File: config.mk
export PLATFORM = sky130hd
export DESIGN_NAME = balance_line_follow_controller
export DESIGN_NICKNAME = d
export VERILOG_FILES = /design/src/hdl/blfc_pkg.sv /design/src/hdl/balance_line_follow_controller.sv /design/src/hdl/blfc_div.sv /design/src/hdl/blfc_mul.sv
export VERILOG_INCLUDE_DIRS = /design/src /design/src/hdl
export SDC_FILE = /design/constraint.sdc
export NUM_CORES = 2
export LEC_CHECK = 0
export BUFFER_PORTS_ARGS = -buffer_cell sky130_fd_sc_hd__buf_2
export CORE_UTILIZATION = 54
export CTS_CLUSTER_SIZE = 10
export DETAILED_ROUTE_END_ITERATION = 10
export GPL_TIMING_DRIVEN = 0
export HOLD_SLACK_MARGIN = 0.03
export PLACE_DENSITY = 0.71
export SYNTH_ARGS = -nofsm -noshare
export SYNTH_HDL_FRONTEND = slang
export SYNTH_HIERARCHICAL = 1
export SYNTH_SLANG_ARGS = --single-unit
File: constraint.sdc
create_clock -name clk -period 17.8 [get_ports clk]
set_input_delay 0.89 -clock clk [delete_from_list [all_inputs] [get_ports clk]]
set_output_delay 0.89 -clock clk [all_outputs]
set_load 0.02 [all_outputs]
File: src/hdl/balance_line_follow_controller_macros.svh
// assertion macros for the balance line follow controller
// no dependencies; included by the top level only
`ifndef BALANCE_LINE_FOLLOW_CONTROLLER_MACROS_SVH
`define BALANCE_LINE_FOLLOW_CONTROLLER_MACROS_SVH

// antecedent holds now, consequent holds in the same cycle
`define BLFC_ASSERT_SAME(lbl, clk, rstn, ante, cons, msg) \
	lbl: assert property (@(posedge clk) disable iff (!rstn) (ante) |-> (cons)) else $error(msg);

// antecedent holds now, consequent holds in the next cycle
`define BLFC_ASSERT_NEXT(lbl, clk, rstn, ante, cons, msg) \
	lbl: assert property (@(posedge clk) disable iff (!rstn) (ante) |=> (cons)) else $error(msg);

`endif

File: src/hdl/blfc_pkg.sv
// shared widths, constants, types and helpers of the balance line follow controller
// no dependencies; used by the top level, blfc_div and blfc_mul
`default_nettype none
package blfc_pkg;
	localparam int SENS_W    = 12;
	localparam int MAP_W     = 10;
	localparam int PITCH_W   = 16;
	localparam int PSUM_W    = 19;
	localparam int PDIFF_W   = 17;
	localparam int POS_W     = 11;
	localparam int ERR_W     = 15;
	localparam int YSUM_W    = 14;
	localparam int YDIFF_W   = 16;
	localparam int GAIN_W    = 16;
	localparam int MUL_A_W   = 17;
	localparam int MUL_B_W   = 20;
	localparam int PROD_W    = MUL_A_W + MUL_B_W;
	localparam int ACC_W     = 40;
	localparam int CORR_W    = 32;
	localparam int ABSC_W    = 15;
	localparam int DUTY_W    = 7;
	localparam int DIV_NUM_W = 22;
	localparam int DIV_DEN_W = 12;

	// sensor mapping and line position
	localparam int MAP_LO      = 1700;
	localparam int MAP_SCALE   = 1000;
	localparam int LOST_THRESH = 400;
	localparam int LOST_POS    = 640;

	// offset * 1000 / 2300 is offset * 10 / 23: reciprocal 10 * ceil(2^24 / 23),
	// exact for every offset a 12-bit reading can give
	localparam int MAP_RECIP   = 7294450;
	localparam int MAP_SHIFT   = 24;
	localparam int MAP_PROD_W  = 35;

	// clamps and thresholds, q8.8
	localparam int PSUM_LIM    = 850 * 256;
	localparam int YSUM_LIM    = 30 * 256;
	localparam int CORR_LIM    = 90 * 256;
	localparam int DUTY_LO     = 60 * 256;
	localparam int DUTY_HI     = 100 * 256;
	localparam int TURN_THRESH = 2560;
	localparam int TURN_BOOST  = 15;
	localparam int LEVEL_BAND  = 256;
	localparam int FALL_LIMIT  = -640;

	// yaw integral gain, unsigned q8.8
	localparam logic [GAIN_W-1:0] YAW_KI_Q8 = 16'd0;

	// drive direction codes
	localparam logic [1:0] DIR_FWD  = 2'd0;
	localparam logic [1:0] DIR_BACK = 2'd1;
	localparam logic [1:0] DIR_STOP = 2'd2;

	// register indexes
	localparam logic [2:0] REG_PITCH_KP  = 3'd0;
	localparam logic [2:0] REG_PITCH_KI  = 3'd1;
	localparam logic [2:0] REG_PITCH_KD  = 3'd2;
	localparam logic [2:0] REG_YAW_KP    = 3'd3;
	localparam logic [2:0] REG_YAW_KD    = 3'd4;
	localparam logic [2:0] REG_SETPOINT  = 3'd5;
	localparam logic [2:0] REG_FWD_OFF   = 3'd6;
	localparam logic [2:0] REG_FWD_LIMIT = 3'd7;

	typedef struct packed {
		logic                 start;
		logic [DIV_NUM_W-1:0] num;
		logic [DIV_DEN_W-1:0] den;
	} div_req_t;

	// q16.16 to q8.8, truncating toward zero
	function automatic logic signed [ACC_W-1:0] q_trunc(input logic signed [ACC_W-1:0] v);
		logic signed [ACC_W-1:0] mag;
		mag = v[ACC_W-1] ? -v : v;
		mag = mag >>> 8;
		return v[ACC_W-1] ? -mag : mag;
	endfunction

	// clamp to 60..100 percent and drop the fraction
	function automatic logic [DUTY_W-1:0] duty_of(input logic signed [CORR_W+1:0] v);
		if (v < DUTY_LO)
			return DUTY_W'(60);
		else if (v > DUTY_HI)
			return DUTY_W'(100);
		else
			return v[DUTY_W+7:8];
	endfunction
endpackage
`default_nettype wire

File: src/hdl/balance_line_follow_controller.sv
// balance line follow controller top level: sequencer, state and register file
// depends on blfc_pkg, blfc_div, blfc_mul and balance_line_follow_controller_macros.svh
//
// channel   dir  handshake            payload
// s_        in   s_tvalid/s_tready    s_tdata: pitch_in, sensor_a..sensor_d
// m_        out  m_tvalid/m_tready    m_tdata: left, right, direction, reference, balanced
// apb       in   psel/penable/pready  eight 16-bit registers at 4*i
//
// after the input transfer the sequencer maps the sensors one by one, divides out the line
// position, updates the yaw state, forms the products and truncates the corrections; the
// divide is skipped when the line is lost; the next input can be taken once the result is
// valid, and the input is ready only while the sequencer is idle
// a finished result waits in the output register and the sequencer holds in its last
// step until that register is free; reset clears the loop state and loads the default gains
`default_nettype none
`include "balance_line_follow_controller_macros.svh"
module balance_line_follow_controller #(
	parameter logic [blfc_pkg::GAIN_W-1:0] YAW_KI = blfc_pkg::YAW_KI_Q8
) (
	input  wire logic        clk,
	input  wire logic        arst_n,
	input  wire logic        s_tvalid,
	output logic             s_tready,
	// pitch_in[15:0], sensor_a[27:16], sensor_b[39:28], sensor_c[51:40], sensor_d[63:52]
	input  wire logic [63:0] s_tdata,
	output logic             m_tvalid,
	input  wire logic        m_tready,
	// left_drive[6:0], right_drive[13:7], direction[15:14], angle_reference[31:16],
	// is_balanced[32], zero[39:33]
	output logic [39:0]      m_tdata,
	input  wire logic        psel,
	input  wire logic        penable,
	input  wire logic        pwrite,
	input  wire logic [4:0]  paddr,
	input  wire logic [31:0] pwdata,
	output logic [31:0]      prdata,
	output logic             pready
);
	import blfc_pkg::*;

	localparam logic [3:0] ST_IDLE  = 4'd0;
	localparam logic [3:0] ST_MAP   = 4'd1;
	localparam logic [3:0] ST_POS   = 4'd3;
	localparam logic [3:0] ST_POSW  = 4'd4;
	localparam logic [3:0] ST_YAW   = 4'd5;
	localparam logic [3:0] ST_MUL   = 4'd6;
	localparam logic [3:0] ST_TRUNC = 4'd7;
	localparam logic [3:0] ST_FIN   = 4'd8;

	// registers
	logic [GAIN_W-1:0]         pitch_kp_q, pitch_ki_q, pitch_kd_q, yaw_kp_q, yaw_kd_q;
	logic signed [PITCH_W-1:0] setpoint_q, fwd_off_q, fwd_limit_q;

	// loop state
	logic                      mode_q;
	logic signed [PITCH_W-1:0] held_ref_q, drive_angle_q, pitch_prev_q;
	logic signed [PSUM_W-1:0]  pitch_sum_q;
	logic signed [ERR_W-1:0]   yaw_prev_q;
	logic signed [YSUM_W-1:0]  yaw_sum_q;

	// per-transfer working registers
	logic [3:0]                state_q;
	logic [1:0]                idx_q;
	logic [2:0]                mul_cnt_q;
	logic signed [PITCH_W-1:0] pitch_q;
	logic [SENS_W-1:0]         sens_q [4];
	logic [MAP_W-1:0]          map_q [4];
	logic signed [PDIFF_W-1:0] pdiff_q;
	logic                      neg_q;
	logic signed [POS_W-1:0]   pos_q;
	logic signed [ERR_W-1:0]   e_q;
	logic signed [YDIFF_W-1:0] ydiff_q;
	logic signed [ACC_W-1:0]   pacc_q, yacc_q;
	logic [ABSC_W-1:0]         absc_q;
	logic signed [CORR_W-1:0]  ycorr_q;

	// output register
	logic                      out_valid_q;
	logic [DUTY_W-1:0]         out_left_q, out_right_q;
	logic [1:0]                out_dir_q;
	logic signed [PITCH_W-1:0] out_ref_q;
	logic                      out_bal_q;

	// shared units
	div_req_t                  div_req;
	logic                      div_done;
	logic [DIV_NUM_W-1:0]      div_quot;
	logic signed [MUL_A_W-1:0] mul_a;
	logic signed [MUL_B_W-1:0] mul_b;
	logic signed [PROD_W-1:0]  mul_prod;

	blfc_div u_div (
		.clk    (clk),
		.arst_n (arst_n),
		.req    (div_req),
		.done   (div_done),
		.quot   (div_quot)
	);

	blfc_mul u_mul (
		.clk  (clk),
		.a    (mul_a),
		.b    (mul_b),
		.prod (mul_prod)
	);

	logic                      cfg_wr;
	logic [2:0]                cfg_idx;
	logic                      in_xfer;
	logic                      out_xfer;
	logic                      out_free;

	assign cfg_wr   = psel && penable && pwrite;
	assign cfg_idx  = paddr[4:2];
	assign pready   = 1'b1;
	assign s_tready = (state_q == ST_IDLE);
	assign in_xfer  = s_tvalid && s_tready;
	assign out_xfer = out_valid_q && m_tready;
	assign out_free = !out_valid_q || m_tready;

	// register read
	always_comb begin
		unique case (cfg_idx)
			REG_PITCH_KP:  prdata = {16'd0, pitch_kp_q};
			REG_PITCH_KI:  prdata = {16'd0, pitch_ki_q};
			REG_PITCH_KD:  prdata = {16'd0, pitch_kd_q};
			REG_YAW_KP:    prdata = {16'd0, yaw_kp_q};
			REG_YAW_KD:    prdata = {16'd0, yaw_kd_q};
			REG_SETPOINT:  prdata = {{16{setpoint_q[15]}}, setpoint_q};
			REG_FWD_OFF:   prdata = {{16{fwd_off_q[15]}}, fwd_off_q};
			REG_FWD_LIMIT: prdata = {{16{fwd_limit_q[15]}}, fwd_limit_q};
			default:       prdata = 32'd0;
		endcase
	end

	// register write
	always_ff @(posedge clk or negedge arst_n) begin
		if (!arst_n) begin
			pitch_kp_q  <= 16'd3866;
			pitch_ki_q  <= 16'd19;
			pitch_kd_q  <= 16'd2304;
			yaw_kp_q    <= 16'd1434;
			yaw_kd_q    <= 16'd435;
			setpoint_q  <= -16'sd1280;
			fwd_off_q   <= 16'sd64;
			fwd_limit_q <= 16'sd768;
		end else if (cfg_wr) begin
			unique case (cfg_idx)
				REG_PITCH_KP:  pitch_kp_q  <= pwdata[15:0];
				REG_PITCH_KI:  pitch_ki_q  <= pwdata[15:0];
				REG_PITCH_KD:  pitch_kd_q  <= pwdata[15:0];
				REG_YAW_KP:    yaw_kp_q    <= pwdata[15:0];
				REG_YAW_KD:    yaw_kd_q    <= pwdata[15:0];
				REG_SETPOINT:  setpoint_q  <= pwdata[15:0];
				REG_FWD_OFF:   fwd_off_q   <= pwdata[15:0];
				REG_FWD_LIMIT: fwd_limit_q <= pwdata[15:0];
				default:       ;
			endcase
		end
	end

	// pitch integral on the incoming sample
	logic signed [PITCH_W-1:0] in_pitch;
	logic signed [PSUM_W:0]    psum_ext;
	logic signed [PSUM_W-1:0]  psum_next;
	always_comb begin
		in_pitch = s_tdata[15:0];
		psum_ext = {pitch_sum_q[PSUM_W-1], pitch_sum_q}
			+ {{(PSUM_W+1-PITCH_W){in_pitch[PITCH_W-1]}}, in_pitch};
		if (psum_ext > PSUM_LIM)
			psum_next = PSUM_W'(PSUM_LIM);
		else if (psum_ext < -PSUM_LIM)
			psum_next = PSUM_W'(-PSUM_LIM);
		else
			psum_next = psum_ext[PSUM_W-1:0];
	end

	// sensor map by reciprocal multiplication, one sensor per cycle
	logic [SENS_W-1:0]     raw_sel;
	logic                  raw_low;
	logic [SENS_W-1:0]     map_off;
	logic [MAP_PROD_W-1:0] map_prod;
	logic [MAP_W:0]        map_quo;
	logic [MAP_W-1:0]      map_val;
	always_comb begin
		raw_sel  = sens_q[idx_q];
		raw_low  = raw_sel < SENS_W'(MAP_LO);
		map_off  = raw_sel - SENS_W'(MAP_LO);
		map_prod = MAP_PROD_W'(map_off) * MAP_PROD_W'(MAP_RECIP);
		map_quo  = map_prod[MAP_SHIFT +: (MAP_W+1)];
		if (raw_low)
			map_val = '0;
		else if (map_quo > (MAP_W+1)'(MAP_SCALE))
			map_val = MAP_W'(MAP_SCALE);
		else
			map_val = map_quo[MAP_W-1:0];
	end

	// centroid sums
	logic signed [13:0]    wsum;
	logic [SENS_W-1:0]     ssum;
	logic                  lost;
	logic [13:0]           wmag;
	always_comb begin
		wsum = 14'(3 * map_q[0]) + 14'(map_q[1]) - 14'(map_q[2]) - 14'(3 * map_q[3]);
		ssum = SENS_W'(map_q[0]) + SENS_W'(map_q[1]) + SENS_W'(map_q[2]) + SENS_W'(map_q[3]);
		lost = !((map_q[0] > MAP_W'(LOST_THRESH)) || (map_q[1] > MAP_W'(LOST_THRESH))
			|| (map_q[2] > MAP_W'(LOST_THRESH)) || (map_q[3] > MAP_W'(LOST_THRESH)));
		wmag = wsum[13] ? -wsum : wsum;
	end

	// divider request for the line position
	always_comb begin
		div_req = '0;
		if (state_q == ST_POS && !lost) begin
			div_req.start = 1'b1;
			div_req.num   = DIV_NUM_W'({wmag, 8'd0});
			div_req.den   = ssum;
		end
	end

	// yaw error and integral
	logic signed [ERR_W-1:0]   e_new;
	logic signed [YDIFF_W-1:0] ydiff_new;
	logic signed [ERR_W:0]     ysum_ext;
	logic signed [YSUM_W-1:0]  ysum_next;
	always_comb begin
		e_new     = ERR_W'(pos_q) * ERR_W'(10);
		ydiff_new = YDIFF_W'(e_new) - YDIFF_W'(yaw_prev_q);
		ysum_ext  = (ERR_W+1)'(yaw_sum_q) + (ERR_W+1)'(e_new);
		if (ysum_ext > YSUM_LIM)
			ysum_next = YSUM_W'(YSUM_LIM);
		else if (ysum_ext < -YSUM_LIM)
			ysum_next = YSUM_W'(-YSUM_LIM);
		else
			ysum_next = ysum_ext[YSUM_W-1:0];
	end

	// multiplier operand select
	always_comb begin
		case (mul_cnt_q)
			3'd0: begin
				mul_a = {1'b0, pitch_kp_q};
				mul_b = MUL_B_W'(pitch_q);
			end
			3'd1: begin
				mul_a = {1'b0, pitch_ki_q};
				mul_b = MUL_B_W'(pitch_sum_q);
			end
			3'd2: begin
				mul_a = {1'b0, pitch_kd_q};
				mul_b = MUL_B_W'(pdiff_q);
			end
			3'd3: begin
				mul_a = {1'b0, yaw_kp_q};
				mul_b = MUL_B_W'(e_q);
			end
			3'd4: begin
				mul_a = {1'b0, YAW_KI};
				mul_b = MUL_B_W'(yaw_sum_q);
			end
			default: begin
				mul_a = {1'b0, yaw_kd_q};
				mul_b = MUL_B_W'(ydiff_q);
			end
		endcase
	end

	// truncation of both corrections and magnitude of the pitch correction
	logic signed [ACC_W-1:0] pt, pabs, yt;
	always_comb begin
		pt   = q_trunc(pacc_q);
		pabs = pt[ACC_W-1] ? -pt : pt;
		yt   = q_trunc(yacc_q);
	end

	// final mixing
	logic signed [CORR_W+1:0]  rsum, lsum;
	logic [DUTY_W-1:0]         rd, ld, hold_d;
	logic signed [PITCH_W:0]   da_ext;
	logic signed [PITCH_W-1:0] da_sat;
	always_comb begin
		rsum   = (CORR_W+2)'(absc_q) + (CORR_W+2)'(ycorr_q);
		lsum   = (CORR_W+2)'(absc_q) - (CORR_W+2)'(ycorr_q);
		rd     = duty_of(rsum);
		ld     = duty_of(lsum);
		hold_d = duty_of((CORR_W+2)'(absc_q));
		if (e_q > TURN_THRESH) begin
			rd = rd + DUTY_W'(TURN_BOOST);
			ld = ld - DUTY_W'(TURN_BOOST);
		end else if (e_q < -TURN_THRESH) begin
			ld = ld + DUTY_W'(TURN_BOOST);
			rd = rd - DUTY_W'(TURN_BOOST);
		end
		da_ext = {setpoint_q[PITCH_W-1], setpoint_q} + {fwd_off_q[PITCH_W-1], fwd_off_q};
		if (da_ext > 32767)
			da_sat = 16'sh7fff;
		else if (da_ext < -32768)
			da_sat = -16'sh8000;
		else
			da_sat = da_ext[PITCH_W-1:0];
	end

	// sequencer and state
	always_ff @(posedge clk or negedge arst_n) begin
		if (!arst_n) begin
			state_q       <= ST_IDLE;
			idx_q         <= '0;
			mul_cnt_q     <= '0;
			mode_q        <= 1'b0;
			held_ref_q    <= '0;
			drive_angle_q <= '0;
			pitch_prev_q  <= '0;
			pitch_sum_q   <= '0;
			yaw_prev_q    <= '0;
			yaw_sum_q     <= '0;
			out_valid_q   <= 1'b0;
		end else begin
			if (state_q == ST_FIN && out_free)
				out_valid_q <= 1'b1;
			else if (out_xfer)
				out_valid_q <= 1'b0;
			unique case (state_q)
				ST_IDLE: begin
					if (in_xfer) begin
						pitch_prev_q <= in_pitch;
						pitch_sum_q  <= psum_next;
						idx_q        <= '0;
						state_q      <= ST_MAP;
					end
				end
				ST_MAP: begin
					if (idx_q == 2'd3)
						state_q <= ST_POS;
					else
						idx_q <= idx_q + 1'b1;
				end
				ST_POS: begin
					state_q <= lost ? ST_YAW : ST_POSW;
				end
				ST_POSW: begin
					if (div_done)
						state_q <= ST_YAW;
				end
				ST_YAW: begin
					yaw_prev_q <= e_new;
					yaw_sum_q  <= ysum_next;
					mul_cnt_q  <= '0;
					state_q    <= ST_MUL;
				end
				ST_MUL: begin
					mul_cnt_q <= mul_cnt_q + 1'b1;
					if (mul_cnt_q == 3'd6)
						state_q <= ST_TRUNC;
				end
				ST_TRUNC: begin
					state_q <= ST_FIN;
				end
				ST_FIN: begin
					if (out_free) begin
						state_q <= ST_IDLE;
						if (!mode_q) begin
							if (pitch_q <= LEVEL_BAND && pitch_q >= -LEVEL_BAND) begin
								held_ref_q <= drive_angle_q;
								mode_q     <= 1'b1;
							end else
								held_ref_q <= setpoint_q;
						end else begin
							drive_angle_q <= da_sat;
							if (pitch_q > fwd_limit_q || pitch_q < FALL_LIMIT) begin
								held_ref_q <= setpoint_q;
								mode_q     <= 1'b0;
							end
						end
					end
				end
				default: state_q <= ST_IDLE;
			endcase
		end
	end

	// working datapath registers
	always_ff @(posedge clk) begin
		if (in_xfer) begin
			pitch_q   <= in_pitch;
			pdiff_q   <= PDIFF_W'(in_pitch) - PDIFF_W'(pitch_prev_q);
			sens_q[0] <= s_tdata[27:16];
			sens_q[1] <= s_tdata[39:28];
			sens_q[2] <= s_tdata[51:40];
			sens_q[3] <= s_tdata[63:52];
		end
		if (state_q == ST_MAP)
			map_q[idx_q] <= map_val;
		if (state_q == ST_POS) begin
			neg_q <= wsum[13];
			if (lost)
				pos_q <= (yaw_prev_q > 0) ? POS_W'(LOST_POS) : -POS_W'(LOST_POS);
		end
		if (state_q == ST_POSW && div_done)
			pos_q <= neg_q ? -div_quot[POS_W-1:0] : div_quot[POS_W-1:0];
		if (state_q == ST_YAW) begin
			e_q     <= e_new;
			ydiff_q <= ydiff_new;
			pacc_q  <= '0;
			yacc_q  <= '0;
		end
		if (state_q == ST_MUL && mul_cnt_q != 3'd0) begin
			if (mul_cnt_q <= 3'd3)
				pacc_q <= pacc_q + ACC_W'(mul_prod);
			else
				yacc_q <= yacc_q + ACC_W'(mul_prod);
		end
		if (state_q == ST_TRUNC) begin
			absc_q  <= (pabs > CORR_LIM) ? ABSC_W'(CORR_LIM) : pabs[ABSC_W-1:0];
			ycorr_q <= yt[CORR_W-1:0];
		end
		if (state_q == ST_FIN && out_free) begin
			out_left_q  <= mode_q ? ld : hold_d;
			out_right_q <= mode_q ? rd : hold_d;
			out_ref_q   <= !mode_q ?
				((pitch_q <= LEVEL_BAND && pitch_q >= -LEVEL_BAND) ? drive_angle_q : setpoint_q) :
				((pitch_q > fwd_limit_q || pitch_q < FALL_LIMIT) ? setpoint_q : held_ref_q);
			out_bal_q   <= !mode_q ? (pitch_q <= LEVEL_BAND && pitch_q >= -LEVEL_BAND) :
				!(pitch_q > fwd_limit_q || pitch_q < FALL_LIMIT);
			if (!mode_q)
				out_dir_q <= (pitch_q > LEVEL_BAND) ? DIR_FWD :
					(pitch_q < -LEVEL_BAND) ? DIR_BACK : DIR_STOP;
			else
				out_dir_q <= (pitch_q > 0) ? DIR_FWD : (pitch_q < 0) ? DIR_BACK : DIR_STOP;
		end
	end

	assign m_tvalid = out_valid_q;
	assign m_tdata  = {7'd0, out_bal_q, out_ref_q, out_dir_q, out_right_q, out_left_q};

	// checks
	`BLFC_ASSERT_NEXT(a_busy_after_accept, clk, arst_n, s_tvalid && s_tready, !s_tready, "input accepted while busy")
	`BLFC_ASSERT_SAME(a_left_range, clk, arst_n, m_tvalid, out_left_q >= 7'd45 && out_left_q <= 7'd115, "left duty out of range")
	`BLFC_ASSERT_SAME(a_right_range, clk, arst_n, m_tvalid, out_right_q >= 7'd45 && out_right_q <= 7'd115, "right duty out of range")
	`BLFC_ASSERT_SAME(a_mode_match, clk, arst_n, m_tvalid, out_bal_q == mode_q && out_ref_q == held_ref_q, "result disagrees with loop state")
endmodule
`default_nettype wire

File: src/hdl/blfc_div.sv
// unsigned divider for the line position, two quotient bits per cycle
// depends on blfc_pkg
`default_nettype none
module blfc_div (
	input  wire logic                          clk,
	input  wire logic                          arst_n,
	input  wire blfc_pkg::div_req_t            req,
	output logic                               done,
	output logic [blfc_pkg::DIV_NUM_W-1:0]     quot
);
	import blfc_pkg::*;

	localparam int STEPS = DIV_NUM_W / 2;
	localparam int CNT_W = $clog2(STEPS + 1);

	logic                 busy_q;
	logic                 done_q;
	logic [CNT_W-1:0]     cnt_q;
	logic [DIV_NUM_W-1:0] num_q;
	logic [DIV_NUM_W-1:0] quot_q;
	logic [DIV_DEN_W-1:0] den_q;
	logic [DIV_DEN_W-1:0] rem_q;

	logic [DIV_DEN_W:0]   r1, r2, r1n, r2n;
	logic                 ge1, ge2;

	// two restoring steps
	always_comb begin
		r1  = {rem_q, num_q[DIV_NUM_W-1]};
		ge1 = r1 >= {1'b0, den_q};
		r1n = ge1 ? r1 - {1'b0, den_q} : r1;
		r2  = {r1n[DIV_DEN_W-1:0], num_q[DIV_NUM_W-2]};
		ge2 = r2 >= {1'b0, den_q};
		r2n = ge2 ? r2 - {1'b0, den_q} : r2;
	end

	// control
	always_ff @(posedge clk or negedge arst_n) begin
		if (!arst_n) begin
			busy_q <= 1'b0;
			done_q <= 1'b0;
			cnt_q  <= '0;
		end else begin
			done_q <= 1'b0;
			if (req.start) begin
				busy_q <= 1'b1;
				cnt_q  <= '0;
			end else if (busy_q) begin
				cnt_q <= cnt_q + 1'b1;
				if (cnt_q == CNT_W'(STEPS - 1)) begin
					busy_q <= 1'b0;
					done_q <= 1'b1;
				end
			end
		end
	end

	// datapath
	always_ff @(posedge clk) begin
		if (req.start) begin
			num_q  <= req.num;
			den_q  <= req.den;
			rem_q  <= '0;
			quot_q <= '0;
		end else if (busy_q) begin
			num_q  <= {num_q[DIV_NUM_W-3:0], 2'b00};
			rem_q  <= r2n[DIV_DEN_W-1:0];
			quot_q <= {quot_q[DIV_NUM_W-3:0], ge1, ge2};
		end
	end

	assign done = done_q;
	assign quot = quot_q;
endmodule
`default_nettype wire

File: src/hdl/blfc_mul.sv
// shared signed multiplier with registered product
// depends on blfc_pkg
`default_nettype none
module blfc_mul (
	input  wire logic                                clk,
	input  wire logic signed [blfc_pkg::MUL_A_W-1:0] a,
	input  wire logic signed [blfc_pkg::MUL_B_W-1:0] b,
	output logic signed [blfc_pkg::PROD_W-1:0]       prod
);
	import blfc_pkg::*;

	logic signed [PROD_W-1:0] prod_q;

	// one product per cycle
	always_ff @(posedge clk) begin
		prod_q <= PROD_W'(a) * PROD_W'(b);
	end

	assign prod = prod_q;
endmodule
`default_nettype wire
# Word level (Yosys, flattened, before mapping)
# Memory sizes are Yosys's and may differ from the RTL's.
# Index checks and enable logic that the tools add are counted.
[classes]
n_addsub = 32
mul = 5
order_cmp = 33
eq_ne = 28
mux = 82
n_reduce_logical = 39
[ops]
columns = ["operator", "count"]
rows = [
  ["40-bit 2-to-1 mux", 10],
  ["32-bit case mux with 8 select lines", 1],
  ["40-bit negation", 3],
  ["20-bit case mux with 5 select lines", 1],
  ["7-bit 2-to-1 mux", 12],
  ["40-bit by 37-bit adder with 40-bit output", 2],
  ["16-bit 2-to-1 mux", 5],
  ["16-bit case mux with 5 select lines", 1],
  ["33-bit by 16-bit > comparator with 1-bit output, second input constant", 2],
  ["33-bit by 15-bit less-than comparator with 1-bit output, second input constant", 2],
  ["11-bit 2-to-1 mux", 5],
  ["22-bit 2-to-1 mux", 2],
  ["14-bit 2-to-1 mux", 3],
  ["10-bit by 9-bit > comparator with 1-bit output, second input constant", 4],
  ["40-bit by 16-bit > comparator with 1-bit output, second input constant", 1],
  ["32-bit negation with 40-bit output", 1],
  ["19-bit 2-to-1 mux", 2],
  ["17-bit by 20-bit multiplier with 37-bit output", 1],
  ["35-bit 2-to-1 mux", 1],
  ["12-bit by 22-bit multiplier with 34-bit output, second input constant", 1],
  ["16-bit by 32-bit adder with 33-bit output", 1],
  ["16-bit by 32-bit subtractor with 33-bit output", 1],
  ["32-bit 2-to-1 mux", 1],
  ["32-bit negation", 1],
  ["other kinds (73)", 155],
]
[word_totals]
regBits = 569
mem_bits_rw = 88
output_inout_bits = 75
memories = 2
[mem_list]
columns = ["name", "depth", "width", "rd", "rd_clocked_by_memory_dff", "wr", "line_no", "source"]
rows = [
  ["sens_q", 4, 12, 1, 0, 4, "balance_line_follow_controller.sv:66", "logic [SENS_W-1:0] sens_q [4];"],
  ["map_q", 4, 10, 4, 0, 1, "balance_line_follow_controller.sv:67", "logic [MAP_W-1:0] map_q [4];"],
]

# Depth between registers and ports, before layout
# An unclocked memory read counts as a cell.
[depth]
depth_word = 9
mapped_depth = 35
mapped_depth_nobuf = 34

# Modules after synthesis
# The synthesis kept the hierarchy.
[by_module_without_submodules]
columns = ["module", "n_inst", "cells_per_inst", "area_per_inst_um2", "seq_area_each_um2"]
rows = [
  ["balance_line_follow_controller", 1, 4795, 45210.9, 14741.6],
  ["blfc_mul", 1, 1436, 13366.6, 740.7],
  ["blfc_div", 1, 389, 4063.9, 1851.8],
]

# Worst setup path after synthesis
# OpenSTA, ideal clock, no wires.
[synth_timing]
kind = "reg2reg"
start = "reg idx_q[0]"
end = "mem map_q[0][0], data pin"
t_arrival_ps = 8489
t_required_ps = 17591
slack_ps = 9102
path_stages_with_launch = 36
n_path_buf = 1
cell_sequence = "dfrtp_1 -> clkbuf_1 -> mux4_2 -> inv_1 -> ha_1 -> inv_1 -> o21ai_0 -> inv_1 -> o21ai_0 -> a21boi_0 -> xor2_1 -> ha_1 -> ha_1 -> nand2b_1 -> fa_1 -> inv_1 -> fa_1 -> inv_1 -> fa_1 -> inv_1 -> fa_1 -> inv_1 -> ha_1 -> a21oi_1 -> o221ai_1 -> a21oi_1 -> o21ai_0 -> a21oi_1 -> o21ai_0 -> a311o_1 -> a2111o_1 -> a31oi_1 -> xnor2_1 -> o21a_1 -> nand2b_1 -> nor3b_1"
[synth_between]
elab_chain_cells = 6
word_cells_on_any_way = 7
classes_between = "add/sub: 1; mul: 1; order compare: 2; mux: 2; memory: 1"
[synth_lines]
columns = ["element", "line_no", "source"]
rows = [
  ["start, declared", "balance_line_follow_controller.sv:63", "logic [1:0] idx_q;"],
  ["start signal, assigned", "balance_line_follow_controller.sv:336", "idx_q <= idx_q + 1'b1;"],
  ["memory read 4 x 12 bit (*)", "--", ""],
  ["12-bit by 11-bit subtractor with 12-bit output", "balance_line_follow_controller.sv:188", "map_off = raw_sel - SENS_W'(MAP_LO);"],
  ["12-bit by 22-bit multiplier with 34-bit output", "balance_line_follow_controller.sv:189", "map_prod = MAP_PROD_W'(map_off) * MAP_PROD_W'(MAP_RECIP);"],
  ["11-bit by 10-bit > comparator with 1-bit output", "balance_line_follow_controller.sv:193", "else if (map_quo > (MAP_W+1)'(MAP_SCALE))"],
  ["10-bit 2-to-1 mux", "balance_line_follow_controller.sv:193", ""],
  ["10-bit 2-to-1 mux (*)", "balance_line_follow_controller.sv:191", "if (raw_low)"],
  ["net map_val[0]", "balance_line_follow_controller.sv:184", "logic [MAP_W-1:0] map_val;"],
  ["end, declared", "balance_line_follow_controller.sv:67", ""],
]
# The timed path passes the listed nets; every way through them passes the cells marked *.

# Worst setup path in the final report
[layout_timing]
start = "reg idx_q[0]"
end = "mem map_q[1][0], data pin"
# Same word-level chain as after synthesis.

==> implementation parameters <==
Parameter                              Value

Critical path
  Largest stage delay on the critical path    0.72 ns
  Kind of start point of the critical path    flop
  Category of the worst setup path capture point    flop
  Most common cell type on the critical path    inv_1
  Type of the worst setup path    reg2reg
  Endpoint arrival time on the critical path    10.98 ns
  Worst path slowest cell    mux4_2
  Required arrival time at the worst endpoint    18.21 ns
  Highest fanout seen on the critical path    6

Synthesis
  Warnings from Yosys    6
  Synth Area per Inst    9.45 µm²
  Mapped Area    62,300 µm²
  Gate Count Post-Synth    6,587

Clock tree
  H-Tree Depth    3
  Post-CTS Hold Buffers    0
  Sinks on Clock Net    655
  Clock tree from TritonCTS    done
  Deepest clock path buffer count    3
  Clock Pin Slew Worst Setup and Hold Paths    0.06 ns
  Clk Latency, worst-skew pair    0.67 ns
  Num CTS Buffers    82
  Clock root cell    clkbuf_16
  Number of setup buffers added after CTS    0
  Post-cts resize count    0

Drt
  Wirelength per Cell    20.6 µm
  Number of iterations in the first detailed-routing pass    9
  Final antenna-violating net count    0
  Number of remaining DRC errors    0
  Total detailed-routing wirelength    173,000 µm
  Via count    50,400
  Via density per instance    5.98
  1st-iter DRT viols    4,210

Outcome
  Status    completed

Layout
  ANT cells    0
  Net count of the finished layout    7,936
  Area delta synth->final    8.74%
  Share of cells above drive strength 1    0.0911
  Filler Cell Count    9,874

Floorplanning
  Starting Density    0.545
  Core Rows    124
  Die W    342 µm
  Core region area    114,000 µm²
  Count of boundary I/O pins    183
  Die Footprint    117,000 µm²
  Y dimension of the die    342 µm

STA
  Clock Skew    0.0490 ns
  Worst-case headroom to the max-slew limit    0.0297
  Final Critical Period    10.57 ns
  Final count of hold timing violations    0
  Aggregate negative setup slack    0 ns
  Achievable clock frequency    0.0946 GHz
  Fraction of the cycle the final worst path needs    0.594
  Setup repair after global routing missed its margin    no
  Final setup viols    0
  Slew at the pin closest to its max-slew limit    1.44 ns
  Pins over their slew limit    0

Flow run
  Max_cap viols    0

Global routing
  Largest net degree at the start of global routing    117
  Antenna violations before repair    2
  First-pass GRT wire length    274,000 µm
  Via count of the first global-routing pass    50,300
  Overall overflow remaining after global route    0
  Total global-route track usage    0.297

Hold path
  Kind of path behind the tightest hold check    in2async

Placement
  Buffers on Ports    154
  Estimated wirelength of the detail-placed design    139,000 µm
  Routability Congestion    0.974
worst paths after layout:
check                                start          endpoint  slack, ns  depth (start not counted)
max                               idx_q[0]       map_q[1][0]       7.23                         35
min                                 arst_n  pitch_prev_q[12]       0.15                          1
max reg2reg                       idx_q[0]       map_q[1][0]       7.23                         35
min reg2reg                pitch_prev_q[0]   pitch_prev_q[0]       0.49                          2
max in group asynchronous           arst_n    pitch_ki_q[15]      16.63                          2
min in group clk               s_tdata[40]      sens_q[2][0]       0.40                          1
placed cells by master, fill, tap and decap left out, types with 52 or more instances in the layout:
master	n
a21o_1	94
a21oi_1	253
a22oi_1	54
a31oi_1	75
and2_1	196
buf_2	164
clkbuf_1	273
clkbuf_16	84
dfrtp_1	205
dfxtp_1	140
edfxtp_1	276
fa_1	503
ha_1	474
inv_1	853
mux2_2	143
mux2i_1	57
nand2_1	469
nand3_1	191
nor2_1	391
nor3_1	104
nor4_1	52
o21a_1	62
o21ai_0	324
or3_1	54
xnor2_1	225
xor2_1	142
worst max-delay path, delay by kind of cell, from the launching register on:
kind                     cells  cell delay [ns]
adder cells (fa/ha/maj)      8             3.29
AO/OA/AOI/OAI               13             3.25
buffers and inverters        8             0.98
XOR/XNOR                     2             0.90
AND/OR/NAND/NOR              3             0.73
multiplexers                 1             0.72
flip-flops                   1             0.46
area by class of cell:
class                      instances  area, µm²  share of cell area
inverter                         857       3220              0.0475
timing repair buffer             160        898              0.0133
sequential                       655      17100               0.253
clock inverter                    12        151             0.00224
multi-input combinational       4801      40800               0.602
buffer                           294       1240              0.0183
tap                             1512       1890              0.0279
clock buffer                     136       2410              0.0356
metal layers:
| metal | track usage | vias to the layer above | share of wire |
|---|---|---|---|
| met5 | 0 | - | 0.00015 |
| met3 | 0.0387 | 435 | 0.059 |
| met1 | 0.377 | 24700 | 0.41 |
| li1 | - | 23400 | - |
| met4 | 0.126 | 4 | 0.045 |
| met2 | 0.509 | 1812 | 0.49 |
per-stage QoR:
step            util  std cells  instance area [µm²]  worst slack [ns]  hold slack [ns]
2_1_floorplan      -       6607                62300              9.10            0.454
3_3_place_gp   0.569       8273                65000              7.34            0.467
3_5_place_dp   0.570       8279                65200              7.33            0.479
4_1_cts        0.592       8427                67700              7.23            0.162
5_1_grt        0.592       8427                67700              6.50            0.180
6_report       0.592       8427                67700              7.23            0.154
registers in the layout, indices dropped and copies added (netlist names), 17 cells and up:
signal	count
map_q	40
pacc_q	40
pdiff_q	17
pitch_sum_q	19
sens_q	48
u_div/num_q	22
u_mul/prod	37
yacc_q	40
ycorr_q	32
Power is not shown: default switching activity piles up to over one toggle a cycle in this logic, so the estimate is an artifact.
